[config.mk]
export PLATFORM = sky130hd
export DESIGN_NAME = uart_irq_transfer_engine_top
export DESIGN_NICKNAME = d
export VERILOG_FILES = /design/src/sv/uite_pkg.sv /design/src/sv/uite_step.sv /design/src/sv/uart_irq_transfer_engine_top.sv
export SDC_FILE = /design/constraint.sdc
export NUM_CORES = 1
export LEC_CHECK = 0
export CAP_MARGIN = 0
export CORE_MARGIN = 1
export CORE_UTILIZATION = 62
export CTS_CLUSTER_DIAMETER = 120
export CTS_CLUSTER_SIZE = 8
export DETAILED_ROUTE_END_ITERATION = 16
export DONT_BUFFER_PORTS = 1
export HOLD_SLACK_MARGIN = 0.12
export PLACE_DENSITY = 0.78
export SYNTH_ARGS = -nofsm -noshare
export SYNTH_HDL_FRONTEND = slang
export SYNTH_SLANG_ARGS = --single-unit
[constraint.sdc]
create_clock -name clk -period 9.95 [get_ports clk]
set_input_delay 0.995 -clock clk [delete_from_list [all_inputs] [get_ports clk]]
set_output_delay 0.995 -clock clk [all_outputs]
set_load 0.005 [all_outputs]
[src/sv/uite_pkg.sv]
// Shared types, field codes and bit masks for the UART interrupt transfer engine.
// No dependencies; every other file imports this package.
package uite_pkg;

	localparam int LENGTH_WIDTH = 16;
	localparam int IDX_W = 16;
	localparam int CB_W = 7;

	typedef enum logic [1:0] {
		OP_EVENT    = 2'd0,
		OP_START_RX = 2'd1,
		OP_START_TX = 2'd2,
		OP_UNUSED   = 2'd3
	} opcode_t;

	typedef enum logic [2:0] {
		ACT_NONE   = 3'd0,
		ACT_STORE  = 3'd1,
		ACT_SEND   = 3'd2,
		ACT_TXFIN  = 3'd3,
		ACT_REFUSE = 3'd4,
		ACT_ERROR  = 3'd5
	} action_t;

	typedef enum logic [2:0] {
		ERR_OK        = 3'd0,
		ERR_PARITY    = 3'd1,
		ERR_FRAMING   = 3'd2,
		ERR_NOISE     = 3'd3,
		ERR_OVERRUN   = 3'd4,
		ERR_NOT_READY = 3'd5
	} err_t;

	// status flag bit positions
	localparam int SF_PARITY  = 0;
	localparam int SF_FRAMING = 1;
	localparam int SF_NOISE   = 2;
	localparam int SF_OVERRUN = 3;
	localparam int SF_RXNE    = 5;
	localparam int SF_TC      = 6;
	localparam int SF_TXE     = 7;

	// control bit positions
	localparam int CB_RX_EN = 0;
	localparam int CB_TX_EN = 1;

	// rx en, idle ie, rxne ie, pe ie
	localparam logic [CB_W-1:0] RX_CTRL_MASK = 7'b100_1101;
	// tx en, idle ie, tc ie, txe ie, pe ie
	localparam logic [CB_W-1:0] TX_CTRL_MASK = 7'b111_0110;

	typedef struct packed {
		opcode_t                   opcode;
		logic [7:0]                status_flags;
		logic [7:0]                rx_byte;
		logic [7:0]                tx_byte;
		logic [15:0]               transfer_length;
	} item_t;

	typedef struct packed {
		logic [LENGTH_WIDTH-1:0] rx_remaining;
		logic [LENGTH_WIDTH-1:0] rx_position;
		logic [LENGTH_WIDTH-1:0] tx_remaining;
		logic [LENGTH_WIDTH-1:0] tx_position;
		logic                    rx_finished;
		logic                    tx_finished;
		logic [CB_W-1:0]         enable_bits;
		err_t                    last_error;
	} state_t;

	typedef struct packed {
		action_t          action;
		logic [7:0]       data_byte;
		logic [IDX_W-1:0] buffer_index;
		logic [IDX_W-1:0] next_tx_index;
		err_t             error_code;
		logic             read_done;
		logic             write_done;
		logic [CB_W-1:0]  control_bits;
	} result_t;

endpackage

[src/sv/uite_step.sv]
// Per-item decode: start commands and prioritized status event handling.
// Depends on uite_pkg.
module uite_step import uite_pkg::*; (
	input  state_t  state,
	input  item_t   item,
	output state_t  state_next,
	output result_t result
);

	logic [LENGTH_WIDTH-1:0] len;
	logic [LENGTH_WIDTH-1:0] rx_rem_dec;
	logic [LENGTH_WIDTH-1:0] idx;
	action_t                 action;
	logic [7:0]              data;
	state_t                  nxt;

	assign len = LENGTH_WIDTH'(item.transfer_length);
	assign rx_rem_dec = state.rx_remaining - LENGTH_WIDTH'(1);

	always_comb begin
		nxt = state;
		action = ACT_NONE;
		data = '0;
		idx = '0;
		unique case (item.opcode)
			OP_START_RX: begin
				if (state.enable_bits[CB_RX_EN] || len == '0) begin
					action = ACT_REFUSE;
					nxt.last_error = ERR_NOT_READY;
				end else begin
					nxt.rx_finished = 1'b0;
					nxt.rx_position = '0;
					nxt.rx_remaining = len;
					nxt.enable_bits = state.enable_bits | RX_CTRL_MASK;
				end
			end
			OP_START_TX: begin
				if (state.enable_bits[CB_TX_EN] || len == '0) begin
					action = ACT_REFUSE;
					nxt.last_error = ERR_NOT_READY;
				end else begin
					nxt.tx_finished = 1'b0;
					nxt.enable_bits = state.enable_bits | TX_CTRL_MASK;
					action = ACT_SEND;
					data = item.tx_byte;
					nxt.tx_position = LENGTH_WIDTH'(1);
					nxt.tx_remaining = len - LENGTH_WIDTH'(1);
				end
			end
			OP_EVENT: begin
				if (item.status_flags[SF_PARITY]) begin
					nxt.last_error = ERR_PARITY;
					action = ACT_ERROR;
				end else if (item.status_flags[SF_FRAMING]) begin
					nxt.last_error = ERR_FRAMING;
					action = ACT_ERROR;
				end else if (item.status_flags[SF_NOISE]) begin
					nxt.last_error = ERR_NOISE;
					action = ACT_ERROR;
				end else if (item.status_flags[SF_OVERRUN]) begin
					nxt.last_error = ERR_OVERRUN;
					action = ACT_ERROR;
				end else if (item.status_flags[SF_RXNE] && state.rx_remaining != '0) begin
					action = ACT_STORE;
					data = item.rx_byte;
					idx = state.rx_position;
					nxt.rx_remaining = rx_rem_dec;
					if (rx_rem_dec == '0) begin
						nxt.enable_bits = state.enable_bits & ~RX_CTRL_MASK;
						nxt.rx_finished = 1'b1;
					end else begin
						nxt.rx_position = state.rx_position + LENGTH_WIDTH'(1);
					end
				end else if (item.status_flags[SF_TXE] && state.tx_remaining != '0) begin
					action = ACT_SEND;
					data = item.tx_byte;
					idx = state.tx_position;
					nxt.tx_position = state.tx_position + LENGTH_WIDTH'(1);
					nxt.tx_remaining = state.tx_remaining - LENGTH_WIDTH'(1);
				end else if (item.status_flags[SF_TC]) begin
					nxt.enable_bits = state.enable_bits & ~TX_CTRL_MASK;
					nxt.tx_finished = 1'b1;
					action = ACT_TXFIN;
				end
			end
			default: begin
				action = ACT_NONE;
			end
		endcase
	end

	assign state_next = nxt;

	assign result.action        = action;
	assign result.data_byte     = data;
	assign result.buffer_index  = IDX_W'(idx);
	assign result.next_tx_index = IDX_W'(nxt.tx_position);
	assign result.error_code    = nxt.last_error;
	assign result.read_done     = nxt.rx_finished;
	assign result.write_done    = nxt.tx_finished;
	assign result.control_bits  = nxt.enable_bits;

endmodule

[src/sv/uart_irq_transfer_engine_top.sv]
// Top level of the UART interrupt transfer engine: input register, transfer state,
// result register. Depends on uite_pkg and uite_step.
//
// channel  dir  handshake                 payload
// s_*      in   s_tvalid / s_tready       s_tuser opcode, s_tdata flags/bytes/length
// m_*      out  m_tvalid / m_tready       m_tuser action, m_tdata result fields
//
// One item per cycle unless the result stalls; each goes via input and result register.
// The transfer state updates as an item moves from the input register to the result
// register, so each item sees the state left by the one before it.
// Reset clears the counters and enables and sets both finished flags.
// A stalled result holds; one more item waits in the input register behind it.
module uart_irq_transfer_engine_top import uite_pkg::*; (
	input  logic        clk,
	input  logic        arst_n,
	input  logic        s_tvalid,
	output logic        s_tready,
	input  logic [39:0] s_tdata,  // status_flags, rx_byte, tx_byte, transfer_length
	input  logic [1:0]  s_tuser,  // opcode
	output logic        m_tvalid,
	input  logic        m_tready,
	output logic [55:0] m_tdata,  // data_byte, buffer_index, next_tx_index, error_code,
	                              // read_done, write_done, control_bits, zero pad
	output logic [2:0]  m_tuser   // action
);

	logic    valid_s1;
	item_t   item_s1;
	logic    out_valid_q;
	result_t result_q;
	state_t  state_q;
	state_t  state_next;
	result_t result;
	logic    advance;
	logic    fire;
	logic    s_accept;

	assign advance  = !out_valid_q || m_tready;
	assign fire     = valid_s1 && advance;
	assign s_tready = !valid_s1 || advance;
	assign s_accept = s_tvalid && s_tready;

	uite_step u_step (
		.state      (state_q),
		.item       (item_s1),
		.state_next (state_next),
		.result     (result)
	);

	always_ff @(posedge clk or negedge arst_n) begin
		if (!arst_n) begin
			valid_s1 <= 1'b0;
		end else if (s_accept) begin
			valid_s1 <= 1'b1;
		end else if (fire) begin
			valid_s1 <= 1'b0;
		end
	end

	always_ff @(posedge clk) begin
		if (s_accept) begin
			item_s1.opcode          <= opcode_t'(s_tuser);
			item_s1.status_flags    <= s_tdata[7:0];
			item_s1.rx_byte         <= s_tdata[15:8];
			item_s1.tx_byte         <= s_tdata[23:16];
			item_s1.transfer_length <= s_tdata[39:24];
		end
	end

	always_ff @(posedge clk or negedge arst_n) begin
		if (!arst_n) begin
			state_q.rx_remaining <= '0;
			state_q.rx_position  <= '0;
			state_q.tx_remaining <= '0;
			state_q.tx_position  <= '0;
			state_q.rx_finished  <= 1'b1;
			state_q.tx_finished  <= 1'b1;
			state_q.enable_bits  <= '0;
			state_q.last_error   <= ERR_OK;
		end else if (fire) begin
			state_q <= state_next;
		end
	end

	always_ff @(posedge clk or negedge arst_n) begin
		if (!arst_n) begin
			out_valid_q <= 1'b0;
		end else if (fire) begin
			out_valid_q <= 1'b1;
		end else if (m_tready) begin
			out_valid_q <= 1'b0;
		end
	end

	always_ff @(posedge clk) begin
		if (fire) begin
			result_q <= result;
		end
	end

	assign m_tvalid = out_valid_q;
	assign m_tuser  = result_q.action;
	assign m_tdata  = {4'b0000,
		result_q.control_bits,
		result_q.write_done,
		result_q.read_done,
		result_q.error_code,
		result_q.next_tx_index,
		result_q.buffer_index,
		result_q.data_byte};

	a_rx_fin_en: assert property (@(posedge clk) disable iff (!arst_n)
		state_q.rx_finished == !state_q.enable_bits[CB_RX_EN])
		else $error("rx finished flag disagrees with rx enable");

	a_tx_fin_en: assert property (@(posedge clk) disable iff (!arst_n)
		state_q.tx_finished == !state_q.enable_bits[CB_TX_EN])
		else $error("tx finished flag disagrees with tx enable");

	a_rx_en_rem: assert property (@(posedge clk) disable iff (!arst_n)
		state_q.enable_bits[CB_RX_EN] |-> state_q.rx_remaining != '0)
		else $error("rx enabled with no bytes left");

	a_full_stall: assert property (@(posedge clk) disable iff (!arst_n)
		(valid_s1 && out_valid_q && !m_tready) |-> !s_tready)
		else $error("input taken while both stages are held");

endmodule
==> flow_summary.yaml <==
outcome:
  status: "finished, final reports clean"
final_layout:
  area_delta_synth_final_pct: 6.894
  final_util_pct: 68.37
  nNetsFinal: 883
  drive_gt1_share_pct: 7.601
  antennaDiodeCount: 0
power:
  ir_worst_vdd_mv: 0.1291
  leakagePower_nw: 3.559
  power_density_nw_per_um2: 199.8
worst_setup_path:
  cp_top_family: "simple AND/OR/NAND/NOR gates"
  crit_required_ps: 10240
  crit_fanout: 45
  crit_type: "primary input to flip-flop"
  crit_path_start_kind: "primary input"
  cp_cell_sequence: "nand2b_1 > nand2_1 > inv_2 > buf_4 > nand2_1 > nor4_2 > nand2b_1 > o22ai_1"
  critPathCaptureType: "flip-flop"
  crit_buf_inv: 2
  arrival_ps: 4090
  slowest_stage: "nor4_2"
  max_stage_delay_ps: 630
clock_tree:
  cts.sinks: 174
  clk_latency_ps: 440
  path_clk_slew_ps: 70
  post_cts_buffers: 0
  cts_tree: "built"
  cts_root_buf: "clkbuf_16"
  numCtsBuffers: 17
  holdBufCountCts: 0
  htree_num_levels: 4
  cts-resized-gates: 0
  ctsLongestPathBuffers: 2
die:
  core_region_area_sq_um: 13990
  num_io_pins: 107
  die_area_sq_um: 14920
  initial_utilization_pct: 63.96
  die_w_microns: 122.1
  row_count: 43
  dieHeight_microns: 122.1
yosys:
  ys_dominant_reg_cell: "edfxtp_1"
  yosysTopAreaCellShare_pct: 32.22
  ys_seq_area_share_pct: 54.06
  ys_types: 80
  ys_ff_latch: 174
  syn_avg_cell_area_sq_um: 10.46
  yosys_warnings: 0
  syn_inst: 855
  syn_area_sq_um: 8947
  synth_edf_count: 96
  synth_area_leaders: "edfxtp_1, dfrtp_1, o21ai_0"
  async_flop_share_pct: 44.83
  synth_top_area_cell: "edfxtp_1"
timing:
  relSlewSlack_pct: 30.46
  period_share_pct: 38.22
  hold_viol: 0
  tightest_slew_ps: 1043
  final-setup-viol-count: 0
  worst_slack_ps: 6147
  timing.fmax_mhz: 263.0
  maxSlewViolCount: 0
  rsz0062_at_grt: "false"
  min_period_ps: 3803
  finalSetupTns_ps: 0
  fin_skew_ps: 11.13
global_routing:
  antenna_found_initial: 0
  grt_start_max_net_pins: 79
  grt_pass1_vias: 6864
  grt_pass1_wl_mm: 35.65
  grt_overflow: 0
  track_usage_pct: 31.39
route:
  dr.first_iter.drc_count: 900
  vias: 7232
  final_antenna_net_count: 0
  drc: 0
  viasPerCell: 7.076
  first_pass_iters: 6
  wl_mm: 22.24
  wl_per_cell_microns: 21.76
flow_run:
  max-cap-violations: 0
placement:
  portBuffers: 0
  dpl.hpwl_mm: 14.71
  globalplace.congestion: 0.8692
  place_ws_ps: 5752
min_path:
  worstHoldPathType: "primary input to asynchronous set/reset pin"
layout make-up:
| class | count | area, sq um |
|---|---|---|
| flip-flops and latches | 174 | 4837 |
| repair buffers | 6 | 45.04 |
| well taps | 180 | 225.2 |
| clock inverters | 14 | 157.7 |
| multi-input cells | 610 | 3795 |
| fillers | 1062 | 4424 |
| inverters | 20 | 75.07 |
| clock buffers | 18 | 429.2 |
layer usage:
metal | routed length (microns) | up-vias | share of wire (%) | track usage, %
met5 | 0 | - | 0 | 0
met3 | 1717 | 56 | 7.7 | 7.257
met1 | 9231 | 3535 | 42 | 41.74
met2 | 10660 | 418 | 48 | 49.40
met4 | 624 | 0 | 2.8 | 13.49
li1 | - | 3223 | - | -
flip-flops by register name, indices dropped and copies added (netlist names):
name,cells
state_q,76
m_tvalid,1
m_tuser,3
item_s1,41
valid_s1,1
m_tdata,52
cells by family (layout without fill, tap and decap cells):
logic type,after synthesis,in the layout,synth area share (%)
multiplexers,6,6,0.6852
flip-flops,174,174,54.06
XOR/XNOR,11,11,1.077
AO/OA/AOI/OAI,288,288,21.69
adder cells (fa/ha/maj),8,8,1.119
other,1,4,0.04191
buffers and inverters,74,58,3.664
AND/OR/NAND/NOR,293,293,17.66
stage by stage:
stage | hold slack [ps] | instances | total power [W] | cell area [sq um]
floorplan | 457.2 | 858 | 0.001163 | 8959
global placement | 475.6 | 990 | 0.001234 | 8977
detailed placement | 490.5 | 990 | 0.001250 | 8977
CTS | 243.3 | 1022 | 0.001910 | 9564
global route | 234.2 | 1022 | 0.001994 | 9564
finish | 248.1 | 1022 | 0.001911 | 9564
cell usage after synthesis, drive strengths merged (3+ instances only):
master   number
o21ai        97
edfxtp       96
nor2         77
dfrtp        76
nand2        60
a21oi        39
clkbuf       36
a22o         28
nand3        27
nor3         23
inv          20
a31oi        18
buf          18
nor4         18
o31ai        17
nand4        16
and2         14
and3         11
o21a          9
a2111oi       8
a211o         8
a41oi         8
ha            8
nand2b        8
o22ai         8
nor3b         7
o211ai        7
or4           7
xor2          7
a22oi         6
and4          5
mux2i         5
or3           5
a221o         4
or2           4
xnor2         4
a21boi        3
a32oi         3
nor2b         3
o2bb2ai       3
power by group:
| group | leakage (nW) | internal, W | switching [W] |
|---|---|---|---|
| clock | 0.279 | 0.000374 | 0.000293 |
| combinational | 1.36 | 0.000104 | 0.000201 |
| sequential | 1.92 | 0.000850 | 0.0000885 |
| total | 3.56 | 0.00133 | 0.000583 |
path summary, 6_finish.rpt:
path | from | to | slack, ps | cells past startpoint
min reg2reg | valid_s1$_DFFE_PN0P_ | m_tvalid$_DFFE_PN0P_ | 500 | 1
max reg2reg | item_s1[35]$_DFFE_PP_ | state_q[57]$_DFFE_PN0P_ | 6270 | 8
min in group clk | valid_s1$_DFFE_PN0P_ | m_tvalid$_DFFE_PN0P_ | 500 | 1
max in group asynchronous | arst_n | state_q[11]$_DFFE_PN1P_ | 9480 | 0
min | arst_n | valid_s1$_DFFE_PN0P_ | 250 | 0
max | m_tready | state_q[9]$_DFFE_PN0P_ | 6150 | 8
layout by cell type (no fill, tap or decap), drive strengths merged, types with 4 or more instances in the layout:
| cell | instances |
|---|---|
| a2111oi | 8 |
| a211o | 8 |
| a21oi | 39 |
| a221o | 4 |
| a22o | 28 |
| a22oi | 6 |
| a31oi | 18 |
| a41oi | 8 |
| and2 | 14 |
| and3 | 11 |
| and4 | 5 |
| buf | 6 |
| clkbuf | 18 |
| clkinv | 4 |
| conb | 4 |
| dfrtp | 76 |
| edfxtp | 96 |
| ha | 8 |
| inv | 25 |
| mux2i | 5 |
| nand2 | 60 |
| nand2b | 8 |
| nand3 | 27 |
| nand4 | 16 |
| nor2 | 77 |
| nor3 | 23 |
| nor3b | 7 |
| nor4 | 18 |
| o211ai | 7 |
| o21a | 9 |
| o21ai | 97 |
| o22ai | 8 |
| o31ai | 17 |
| or2 | 4 |
| or3 | 5 |
| or4 | 7 |
| xnor2 | 4 |
| xor2 | 7 |
Power figures use the tool's default switching activity.
